### src/hw/rtl/temperature_trend_tracker_unit_assert.svh
// ----------------------------------------------------------------------------
// Temperature trend tracker assertion macros
// Concurrent check wrappers; they compile to nothing under SYNTHESIS.
// ----------------------------------------------------------------------------
`ifndef TEMPERATURE_TREND_TRACKER_UNIT_ASSERT_SVH
`define TEMPERATURE_TREND_TRACKER_UNIT_ASSERT_SVH

`ifndef SYNTHESIS
// property must hold at every clock edge out of reset
`define TTT_ASSERT(lbl, clk, rstn, prop) \
  lbl: assert property (@(posedge clk) disable iff (!rstn) prop) \
    else $error("temperature trend tracker check failed");
// condition must never be seen out of reset
`define TTT_ASSERT_NEVER(lbl, clk, rstn, cond) \
  lbl: assert property (@(posedge clk) disable iff (!rstn) !(cond)) \
    else $error("temperature trend tracker forbidden condition");
`else
`define TTT_ASSERT(lbl, clk, rstn, prop)
`define TTT_ASSERT_NEVER(lbl, clk, rstn, cond)
`endif

`endif

### src/hw/rtl/ttt_pkg.sv
// ----------------------------------------------------------------------------
// ttt_pkg
// Shared types and constants of the temperature trend tracker.
// ----------------------------------------------------------------------------
package ttt_pkg;

  // configuration port
  localparam int unsigned CfgIdxBits    = 2;
  localparam int unsigned CfgDataBits   = 16;
  localparam int unsigned SmoothBits    = 16;
  localparam int unsigned ThreshBits    = 15;
  localparam int unsigned SmoothShift   = 16;  // factor is Q0.16
  localparam int unsigned TrendBits     = 2;

  localparam logic [SmoothBits-1:0] SmoothReset = 16'd6554;
  localparam logic [ThreshBits-1:0] ThreshReset = 15'd32;

  // register indexes
  localparam logic [CfgIdxBits-1:0] CFG_SMOOTHING_FACTOR = 2'd0;
  localparam logic [CfgIdxBits-1:0] CFG_TREND_THRESHOLD  = 2'd1;

  typedef enum logic [TrendBits-1:0] {
    TREND_NONE    = 2'd0,
    TREND_RISING  = 2'd1,
    TREND_FALLING = 2'd2
  } trend_e;

  typedef struct packed {
    logic [SmoothBits-1:0] smoothing_factor;
    logic [ThreshBits-1:0] trend_threshold;
  } cfg_t;

endpackage

### src/hw/rtl/temperature_trend_tracker_unit.sv
// ----------------------------------------------------------------------------
// temperature_trend_tracker_unit
// Stages: input register, single-pass update logic, result register.
// Throughput: one word per cycle while the receiver does not stall.
// The average/trend state loop is fed back combinationally from the filter state.
// Reset: async active low; clears state, empties both stages, loads
// register defaults (factor 6554, threshold 32). No clearing pass.
// ----------------------------------------------------------------------------
`include "temperature_trend_tracker_unit_assert.svh"

module temperature_trend_tracker_unit #(
  parameter int unsigned SAMPLE_BITS   = 16,
  parameter int unsigned FRACTION_BITS = 16
) (
  input  logic                             clk_i,
  input  logic                             rst_ni,
  // configuration
  input  logic                             cfg_we_i,
  input  logic [ttt_pkg::CfgIdxBits-1:0]   cfg_idx_i,
  input  logic [ttt_pkg::CfgDataBits-1:0]  cfg_wdata_i,
  // sample input
  input  logic                             in_valid_i,
  output logic                             in_stall_o,
  input  logic signed [SAMPLE_BITS-1:0]    temp_sample_i,
  // result output
  output logic                             out_valid_o,
  input  logic                             out_stall_i,
  output logic signed [SAMPLE_BITS-1:0]    session_min_o,
  output logic signed [SAMPLE_BITS-1:0]    session_max_o,
  output logic signed [SAMPLE_BITS-1:0]    smoothed_temp_o,
  output logic [ttt_pkg::TrendBits-1:0]    trend_o
);
  import ttt_pkg::*;

  cfg_t                          cfg;
  logic                          in_vld_q;
  logic signed [SAMPLE_BITS-1:0] sample_q;
  logic                          out_vld_q;
  logic                          out_free;
  logic                          adv;
  logic                          in_take;
  logic signed [SAMPLE_BITS-1:0] min_w, max_w, avg_w;
  logic [TrendBits-1:0]          trend_w;
  logic signed [SAMPLE_BITS-1:0] min_q, max_q, avg_q;
  logic [TrendBits-1:0]          trend_q;

  ttt_cfg u_cfg (
    .clk_i       (clk_i),
    .rst_ni      (rst_ni),
    .cfg_we_i    (cfg_we_i),
    .cfg_idx_i   (cfg_idx_i),
    .cfg_wdata_i (cfg_wdata_i),
    .cfg_o       (cfg)
  );

  // stage handshake: input word moves to the result register when it is free
  assign out_free   = !out_vld_q || !out_stall_i;
  assign adv        = in_vld_q && out_free;
  assign in_stall_o = in_vld_q && !out_free;
  assign in_take    = in_valid_i && !in_stall_o;

  always_ff @(posedge clk_i or negedge rst_ni) begin
    if (!rst_ni) begin
      in_vld_q  <= 1'b0;
      out_vld_q <= 1'b0;
    end else begin
      if (in_take)       in_vld_q <= 1'b1;
      else if (adv)      in_vld_q <= 1'b0;
      if (adv)           out_vld_q <= 1'b1;
      else if (out_free) out_vld_q <= 1'b0;
    end
  end

  // input register
  always_ff @(posedge clk_i) begin
    if (in_take) sample_q <= temp_sample_i;
  end

  ttt_filter #(
    .SAMPLE_BITS   (SAMPLE_BITS),
    .FRACTION_BITS (FRACTION_BITS)
  ) u_filter (
    .clk_i    (clk_i),
    .rst_ni   (rst_ni),
    .cfg_i    (cfg),
    .upd_i    (adv),
    .sample_i (sample_q),
    .min_o    (min_w),
    .max_o    (max_w),
    .avg_o    (avg_w),
    .trend_o  (trend_w)
  );

  // result register
  always_ff @(posedge clk_i) begin
    if (adv) begin
      min_q   <= min_w;
      max_q   <= max_w;
      avg_q   <= avg_w;
      trend_q <= trend_w;
    end
  end

  assign out_valid_o     = out_vld_q;
  assign session_min_o   = min_q;
  assign session_max_o   = max_q;
  assign smoothed_temp_o = avg_q;
  assign trend_o         = trend_q;

  // checks
  `TTT_ASSERT(a_min_le_max, clk_i, rst_ni, out_valid_o |-> session_min_o <= session_max_o)
  `TTT_ASSERT(a_avg_in_range, clk_i, rst_ni, out_valid_o |->
              (smoothed_temp_o >= session_min_o && smoothed_temp_o <= session_max_o))
  `TTT_ASSERT(a_take_fills, clk_i, rst_ni, in_take |=> in_vld_q)
  `TTT_ASSERT_NEVER(a_no_drop, clk_i, rst_ni, in_take && in_vld_q && !adv)

endmodule

### src/hw/rtl/ttt_cfg.sv
// ----------------------------------------------------------------------------
// ttt_cfg
// Configuration register bank: smoothing factor and trend threshold.
// ----------------------------------------------------------------------------
module ttt_cfg (
  input  logic                             clk_i,
  input  logic                             rst_ni,
  input  logic                             cfg_we_i,
  input  logic [ttt_pkg::CfgIdxBits-1:0]   cfg_idx_i,
  input  logic [ttt_pkg::CfgDataBits-1:0]  cfg_wdata_i,
  output ttt_pkg::cfg_t                    cfg_o
);
  import ttt_pkg::*;

  cfg_t cfg_q, cfg_d;

  // index decode; unknown indexes are dropped
  always_comb begin
    cfg_d = cfg_q;
    if (cfg_we_i) begin
      unique case (cfg_idx_i)
        CFG_SMOOTHING_FACTOR: cfg_d.smoothing_factor = cfg_wdata_i[SmoothBits-1:0];
        CFG_TREND_THRESHOLD:  cfg_d.trend_threshold  = cfg_wdata_i[ThreshBits-1:0];
        default: ;
      endcase
    end
  end

  always_ff @(posedge clk_i or negedge rst_ni) begin
    if (!rst_ni) begin
      cfg_q.smoothing_factor <= SmoothReset;
      cfg_q.trend_threshold  <= ThreshReset;
    end else begin
      cfg_q <= cfg_d;
    end
  end

  assign cfg_o = cfg_q;

endmodule

### src/hw/rtl/ttt_filter.sv
// ----------------------------------------------------------------------------
// ttt_filter
// Session min/max, moving average and trend state with its update datapath.
// ----------------------------------------------------------------------------
module ttt_filter #(
  parameter int unsigned SAMPLE_BITS   = 16,
  parameter int unsigned FRACTION_BITS = 16
) (
  input  logic                            clk_i,
  input  logic                            rst_ni,
  input  ttt_pkg::cfg_t                   cfg_i,
  input  logic                            upd_i,
  input  logic signed [SAMPLE_BITS-1:0]   sample_i,
  output logic signed [SAMPLE_BITS-1:0]   min_o,
  output logic signed [SAMPLE_BITS-1:0]   max_o,
  output logic signed [SAMPLE_BITS-1:0]   avg_o,
  output logic [ttt_pkg::TrendBits-1:0]   trend_o
);
  import ttt_pkg::*;

  localparam int unsigned AccBits  = SAMPLE_BITS + FRACTION_BITS;
  localparam int unsigned DiffBits = AccBits + 1;
  localparam int unsigned ProdBits = DiffBits + SmoothBits + 1;
  localparam int unsigned WideBits = ((SAMPLE_BITS > ThreshBits) ? SAMPLE_BITS : ThreshBits)
                                     + FRACTION_BITS + 2;

  logic                          have_q, have_d;
  logic signed [SAMPLE_BITS-1:0] min_q, min_d, max_q, max_d;
  logic signed [AccBits-1:0]     avg_q, avg_d, ref_q, ref_d;

  logic signed [AccBits-1:0]     sample_acc;
  logic signed [DiffBits-1:0]    diff;
  logic signed [ProdBits-1:0]    prod;
  logic signed [AccBits-1:0]     avg_step;
  logic signed [AccBits-1:0]     avg_upd;
  logic signed [WideBits-1:0]    ref_gap;
  logic signed [WideBits-1:0]    thresh;
  logic                          rising, falling;
  trend_e                        trend;

  // average step: floor(diff * factor / 2^16)
  assign sample_acc = {sample_i, {FRACTION_BITS{1'b0}}};
  assign diff       = DiffBits'(sample_acc) - DiffBits'(avg_q);
  assign prod       = ProdBits'(diff) * $signed({1'b0, cfg_i.smoothing_factor});
  assign avg_step   = prod[SmoothShift +: AccBits];
  assign avg_upd    = avg_q + avg_step;

  // distance of the new average from the reference
  assign ref_gap = WideBits'(avg_upd) - WideBits'(ref_q);
  assign thresh  = $signed({{(WideBits-ThreshBits-FRACTION_BITS){1'b0}},
                            cfg_i.trend_threshold, {FRACTION_BITS{1'b0}}});
  assign rising  = ref_gap >= thresh;
  assign falling = ref_gap <= -thresh;

  // next state and result
  always_comb begin
    have_d = 1'b1;
    min_d  = min_q;
    max_d  = max_q;
    avg_d  = avg_q;
    ref_d  = ref_q;
    trend  = TREND_NONE;
    if (!have_q) begin
      min_d = sample_i;
      max_d = sample_i;
      avg_d = sample_acc;
      ref_d = sample_acc;
    end else begin
      if (sample_i < min_q) min_d = sample_i;
      if (sample_i > max_q) max_d = sample_i;
      avg_d = avg_upd;
      if (rising) begin
        trend = TREND_RISING;
      end else if (falling) begin
        trend = TREND_FALLING;
      end else begin
        ref_d = avg_upd;
      end
    end
  end

  always_ff @(posedge clk_i or negedge rst_ni) begin
    if (!rst_ni) begin
      have_q <= 1'b0;
      min_q  <= '0;
      max_q  <= '0;
      avg_q  <= '0;
      ref_q  <= '0;
    end else if (upd_i) begin
      have_q <= have_d;
      min_q  <= min_d;
      max_q  <= max_d;
      avg_q  <= avg_d;
      ref_q  <= ref_d;
    end
  end

  // floor of the average to whole sample units
  assign min_o   = min_d;
  assign max_o   = max_d;
  assign avg_o   = avg_d[FRACTION_BITS +: SAMPLE_BITS];
  assign trend_o = trend;

endmodule

### config.mk
export PLATFORM = sky130hd
export DESIGN_NAME = temperature_trend_tracker_unit
export DESIGN_NICKNAME = d
export VERILOG_FILES = /design/src/hw/rtl/ttt_pkg.sv /design/src/hw/rtl/temperature_trend_tracker_unit.sv /design/src/hw/rtl/ttt_cfg.sv /design/src/hw/rtl/ttt_filter.sv
export VERILOG_INCLUDE_DIRS = /design/src /design/src/hw/rtl
export SDC_FILE = /design/constraint.sdc
export NUM_CORES = 2
export LEC_CHECK = 0
export CORE_MARGIN = 5
export CORE_UTILIZATION = 33
export DETAILED_ROUTE_END_ITERATION = 8
export DONT_BUFFER_PORTS = 1
export HOLD_SLACK_MARGIN = 0.02
export PLACE_DENSITY = 0.59
export SETUP_SLACK_MARGIN = 0.05
export SLEW_MARGIN = 10
export SYNTH_ARGS = -nofsm -noshare
export SYNTH_HDL_FRONTEND = slang
export SYNTH_SLANG_ARGS = --single-unit
### constraint.sdc
create_clock -name clk_i -period 29.1 [get_ports clk_i]
set_clock_uncertainty 0.15 [all_clocks]
set_input_delay 4.365 -clock clk_i [delete_from_list [all_inputs] [get_ports clk_i]]
set_output_delay 4.365 -clock clk_i [all_outputs]
set_load 0.02 [all_outputs]
======== Word level (Yosys, flattened, before mapping) ========
Index checks and enable logic that the tools add are counted.
word-level totals
  register bits ........................... 196
  input port bits ......................... 39
  output and inout port bits .............. 52
  word-level logic and storage cells ...... 57
operators by class
  $add $sub $neg .......................... 4
  multiply operators ...................... 1
  order comparisons ....................... 4
  equality and inequality tests ........... 3
  multiplexer cells ....................... 14
  bitwise operators ....................... 1
  reductions and logical operators ........ 15
operators with widths
  cell                                                             number
  32-bit two-way mux                                               4
  32-bit by 32-bit subtractor with 33-bit output                   2
  16-bit two-way mux                                               4
  33-bit by 17-bit multiplier with 48-bit output                   1
  34-bit by 32-bit greater-or-equal comparator with 1-bit output   1
  34-bit less-or-equal comparator                                  1
  31-bit negation with 34-bit output                               1
  32-bit adder                                                     1
  16-bit > comparator                                              1
  16-bit less-than comparator                                      1
  1-bit two-way mux                                                5
  1-bit zero test                                                  4
  2-bit != test, second input constant                             2
  2-bit AND reduction                                              2
  2-bit nonzero test                                               2
  1-bit logical AND                                                3
  3-bit AND reduction                                              1
  2-bit by 1-bit == test with 1-bit output, second input constant  1
  2-bit zero test                                                  1
  2-bit two-way mux                                                1
  2-bit OR reduction                                               1
  1-bit logical OR                                                 1
  1-bit NOT                                                        1

======== Longest topological paths before layout ========
  depth in word-level cells ............... 8
  depth in mapped cells ................... 62
  gate-level depth less buffers ........... 61

======== Cells and area by module ========
A second synthesis with hierarchy kept.
second synthesis, totals
  cells, all modules ...................... 3,338
  area total of the unflattened synthesis .. 31,161.1 um^2
by module, submodules not included
  module                          instances  cells an instance  area an instance (um^2)  seq. area each (um^2)
  ttt_filter                      1          3,198              27,896.8                 2,427.3
  temperature_trend_tracker_unit  1          74                 2,074.5                  2,031.9
  ttt_cfg                         1          66                 1,189.9                  785.8

======== Worst setup path before layout ========
Ideal clock, no wire load.
  kind .................................... reg-to-reg
  start point ............................. register u_filter.avg_q[3]
  end point ............................... register u_filter.ref_q[27]
  library setup time ...................... 128 ps
  arrival ................................. 12,663 ps
  required time ........................... 28,822 ps
  slack ................................... 16,159 ps
  stages on the path, launching flop included .. 56
  buffers on the path ..................... 2
  period minus slack after synthesis ...... 12,941 ps
  path through ............................ dfrtp_1 nor3_1 nand3_1 or4_1 nor4b_1 xnor2_1 clkbuf_1 nand2_1 fa_1 fa_1 fa_1 inv_1 fa_1 fa_1 inv_1 fa_1 inv_1 ha_1 [20 not listed] o22ai_1 o21bai_1 a21o_1 a21o_1 a21o_1 a21oi_1 xnor2_1 ha_1 a21o_1 a21oi_1 nor2b_1 o21ai_0 nand2b_1 o311a_1 o31a_1 nand3b_4 buf_6 mux2_1
between the ends
  cells in the longest elaborated chain, start to end .. 7
  elaborated cells on any way between the ends .. 12
  those cells by class .................... add/sub (3); mul (1); order compare (2); eq/ne (2); mux (3); reduce/logical (1)
ends and longest elaborated chain
  what                                                                                                               line                                text
  start: declaration                                                                                                 ttt_filter.sv:29                    logic signed [AccBits-1:0] avg_q, avg_d, ref_q, ref_d;
  start signal: assignment                                                                                           ttt_filter.sv:93                    avg_q <= avg_d;
  32-bit by 32-bit subtractor with 33-bit output                                                                     ttt_filter.sv:43                    assign diff = DiffBits'(sample_acc) - DiffBits'(avg_q);
  33-bit by 17-bit multiplier with 48-bit output                                                                     ttt_filter.sv:44                    assign prod = ProdBits'(diff) * $signed({1'b0, cfg_i.smoothing_factor});
  32-bit adder (*)                                                                                                   ttt_filter.sv:46                    assign avg_upd = avg_q + avg_step;
  32-bit by 32-bit subtractor with 33-bit output                                                                     ttt_filter.sv:49                    assign ref_gap = WideBits'(avg_upd) - WideBits'(ref_q);
  34-bit by 32-bit greater-or-equal comparator with 1-bit output or 34-bit less-or-equal comparator (tied branches)  ttt_filter.sv:52, ttt_filter.sv:53
  2-bit != test (no source line)                                                                                     --
  3-bit AND reduction (no source line)                                                                               --
  end signal: assignment                                                                                             ttt_filter.sv:94                    ref_q <= ref_d;
  end: declaration                                                                                                   ttt_filter.sv:29
Mark *: on every way between the ends. The rest lies on a longest branch, timed or not. The select of a mux whose other input is x is not followed.
A chain may end at the register's enable or synchronous reset.

======== Worst setup path after layout ========
  start point ............................. register u_filter.avg_q[0]
  end point ............................... register u_filter.ref_q[17]
Same word-level chain as after synthesis.

==> flow_summary_export.csv <==
group,metric,value,unit
critical_path,crit_path_max_incr_delay,0.78,ns
timing,fin_crit,16.13,ns
timing,tightest_slew,1.15,ns
finish,drive_gt1_share,7.50,%
run_status,status,"finished, final reports clean",
finish,layout_commonest_cell,"inv_1",
yosys,yosysTopAreaCellShare,31.2,%
route,wl_per_cell,18.2,µm
die,rows,113,
cts,tritoncts,"done",
cts,clock-root-buffer,"clkbuf_16",
die,die_y,319,µm
finish,multiInputGateArea,23300,µm²
placed_design,portBuffers,0,
finish,area_growth,7.04,%
cts,cts-resized-gates,0,
yosys,synth_top_area_cell,"fa_1",
route,drc_errors,0,
placed_design,place.gp.congestion,0.873,
route,viasPerCell,4.96,
finish,nFillCells,9722,
critical_path,cp.arrival,16.31,ns
cts,numCtsBuffers,17,
route,drt-initial-drc-count,1378,
timing,rsz0062_at_grt,"false",
yosys,synth_nets,4158,
placed_design,dp_hpwl,63600,µm
cts,clock_latency,0.47,ns
route,first_pass_iters,7,
yosys,async_reset_ff_share,66.3,%
route,finalWirelength,83900,µm
timing,setup-tns-final,0,ns
finish,most-common-layout-cells,"inv_1, fa_1, nand2_1",
timing,timing.final.crit_share,55.4,%
global_route,grt_pass1_wl,134000,µm
yosys,yosysSeqAreaShare,16.6,%
critical_path,required,29.28,ns
yosys,synthCells,3368,
finish,final_net_count,4109,
finish,ff_latch_area,5250,µm²
route,vias,22815,
route,drtAntennaViolNets,0,
timing,setup_viol,0,
cts,clockBufferDepth,2,
yosys,synth_cell_types,81,
timing,finalHoldViolCount,0,
die,dieArea,102000,µm²
worst_hold_path,hold_class,"reg2reg",
global_route,grt_usage,16.5,%
critical_path,crit_slowest_cell,"a211oi_1",
yosys,synth_edf_count,66,
critical_path,critPathLaunchType,"flip-flop",
cts,cts_sinks,196,
run,cap_violations,0,
cts,cts_max_level,4,
cts,post_cts_buffers,0,
die,start_util,33.2,%
global_route,antenna_found_initial,3,
cts,holdBufCountCts,0,
yosys,yosys_register_bits,196,
timing,max_freq,62.0,MHz
timing,slew_headroom,23.0,%
yosys,netlist_area,31600,µm²
yosys,synth_warnings,0,
critical_path,worstSetupEndpointType,"flip-flop",
timing,maxSlewViolCount,0,
global_route,grt_max_degree,131,
yosys,syn_area_per_cell,9.37,µm²
die,core_region_area,95000,µm²
cts,clk_pin_slew,0.09,ns
critical_path,cp_max_fo,32,
yosys,synth_area_leaders,"fa_1, ha_1, dfrtp_1",
global_route,grt_overflow,0,
die,io_pins,91,
die,die_w,319,µm
yosys,ys.flop_type,"dfrtp_1",
critical_path,worstSetupPathType,"reg2reg",
global_route,grt_pass1_vias,23821,
-- metrics by stage --
step | util, % | hold WS (ns) | std cells | setup slack [ns] | area, µm²
final | 35.5 | 0.344 | 4600 | 12.97 | 33800
after CTS | 35.5 | 0.349 | 4597 | 13.26 | 33800
after global placement | 34.9 | 0.325 | 4565 | 13.48 | 33100
after global routing | 35.5 | 0.352 | 4599 | 12.35 | 33800
after detailed placement | 34.9 | 0.331 | 4565 | 13.38 | 33100
after floorplan | - | 0.307 | 3368 | 16.16 | 31600
-- state kept, by name, summed over array words and instances, names as in the netlist --
| register | cells |
|---|---|
| u_filter.ref_q | 32 |
| u_filter.have_q | 1 |
| sample_q | 16 |
| session_min_o | 16 |
| u_filter.avg_q | 32 |
| session_max_o | 16 |
| smoothed_temp_o | 16 |
| u_filter.max_q | 16 |
| u_cfg.cfg_o | 31 |
| trend_o | 2 |
| u_filter.min_q | 16 |
| in_vld_q | 1 |
| out_valid_o | 1 |
-- cells in the mapped netlist (all sizes together), types with 7 or more instances --
cell type,instances
and2,251
nor4,11
edfxtp,66
o21bai,16
mux2,135
dfrtp,122
fa,491
a21oi,91
dfstp,8
buf,12
xor2,40
and4,7
o2111ai,8
nor3,35
nor2b,26
nand4,22
clkbuf,99
ha,260
a31oi,16
nand2,387
nand2b,14
a211oi,18
nor2,92
or2,7
mux2i,13
inv,717
a21o,57
a211o,7
and3,15
o21a,20
nand3,33
o21ai,79
xnor2,88
o211ai,12
or3,12
-- logic make-up (layout without fill, tap and decap cells) --
family | after synthesis | in the layout | synth area share [%]
simple gates | 923 | 923 | 14.4
buf+inv | 828 | 792 | 9.95
fa+ha+maj | 751 | 751 | 41.5
xor+xnor | 129 | 129 | 3.62
flops | 196 | 196 | 16.6
mux | 148 | 148 | 5.40
compound gates | 393 | 393 | 8.50
other cells | 0 | 3 | 0
-- final timing paths --
kind | endpoint | slack, ns | start | cells past startpoint
worst max register to register | u_filter.ref_q[17]$_DFFE_PN0P_ | 12.97 | u_filter.avg_q[0]$_DFFE_PN0P_ | 55
max in group asynchronous | u_cfg.cfg_o[16]$_DFFE_PN1P_ | 25.01 | rst_ni | 0
worst max-delay path | u_filter.ref_q[17]$_DFFE_PN0P_ | 12.97 | u_filter.avg_q[0]$_DFFE_PN0P_ | 55
min in group asynchronous | u_filter.min_q[10]$_DFFE_PN0P_ | 3.45 | rst_ni | 0
worst min register to register | u_filter.ref_q[28]$_DFFE_PN0P_ | 0.34 | u_filter.ref_q[28]$_DFFE_PN0P_ | 1
worst min-delay path | u_filter.ref_q[28]$_DFFE_PN0P_ | 0.34 | u_filter.ref_q[28]$_DFFE_PN0P_ | 1
-- critical path, delay by kind of cell (launching register included) --
| family | cells | cell delay, ns |
|---|---|---|
| adders and majority gates | 11 | 4.76 |
| muxes | 1 | 0.50 |
| buffers and inverters | 7 | 0.63 |
| AOI/OAI and AO/OA | 19 | 6.18 |
| DFF | 1 | 0.62 |
| and+or+nand+nor | 13 | 2.44 |
| xor gates and xnor gates | 4 | 0.67 |
-- cell type report --
| cell class | count | share of cell area [%] |
|---|---|---|
| Clock inverter | 14 | 0.589 |
| Inverter | 717 | 7.97 |
| Tap cell | 1265 | 4.69 |
| Antenna cell | 3 | 0.0222 |
| Multi-Input combinational cell | 2344 | 68.9 |
| Sequential cell | 196 | 15.6 |
| Timing Repair Buffer | 43 | 0.956 |
| Clock buffer | 18 | 1.30 |
-- routing by layer --
layer | GRT usage, % | share of wire [%] | vias to the layer above
met2 | 28.2 | 49 | 531
met5 | 0 | 0.018 | -
met1 | 22.0 | 44 | 11663
met4 | 3.89 | 2.3 | 2
li1 | - | - | 10503
met3 | 2.71 | 5.1 | 116
Power is not shown: default switching activity piles up to over one toggle a cycle in this logic, so the estimate is an artifact.
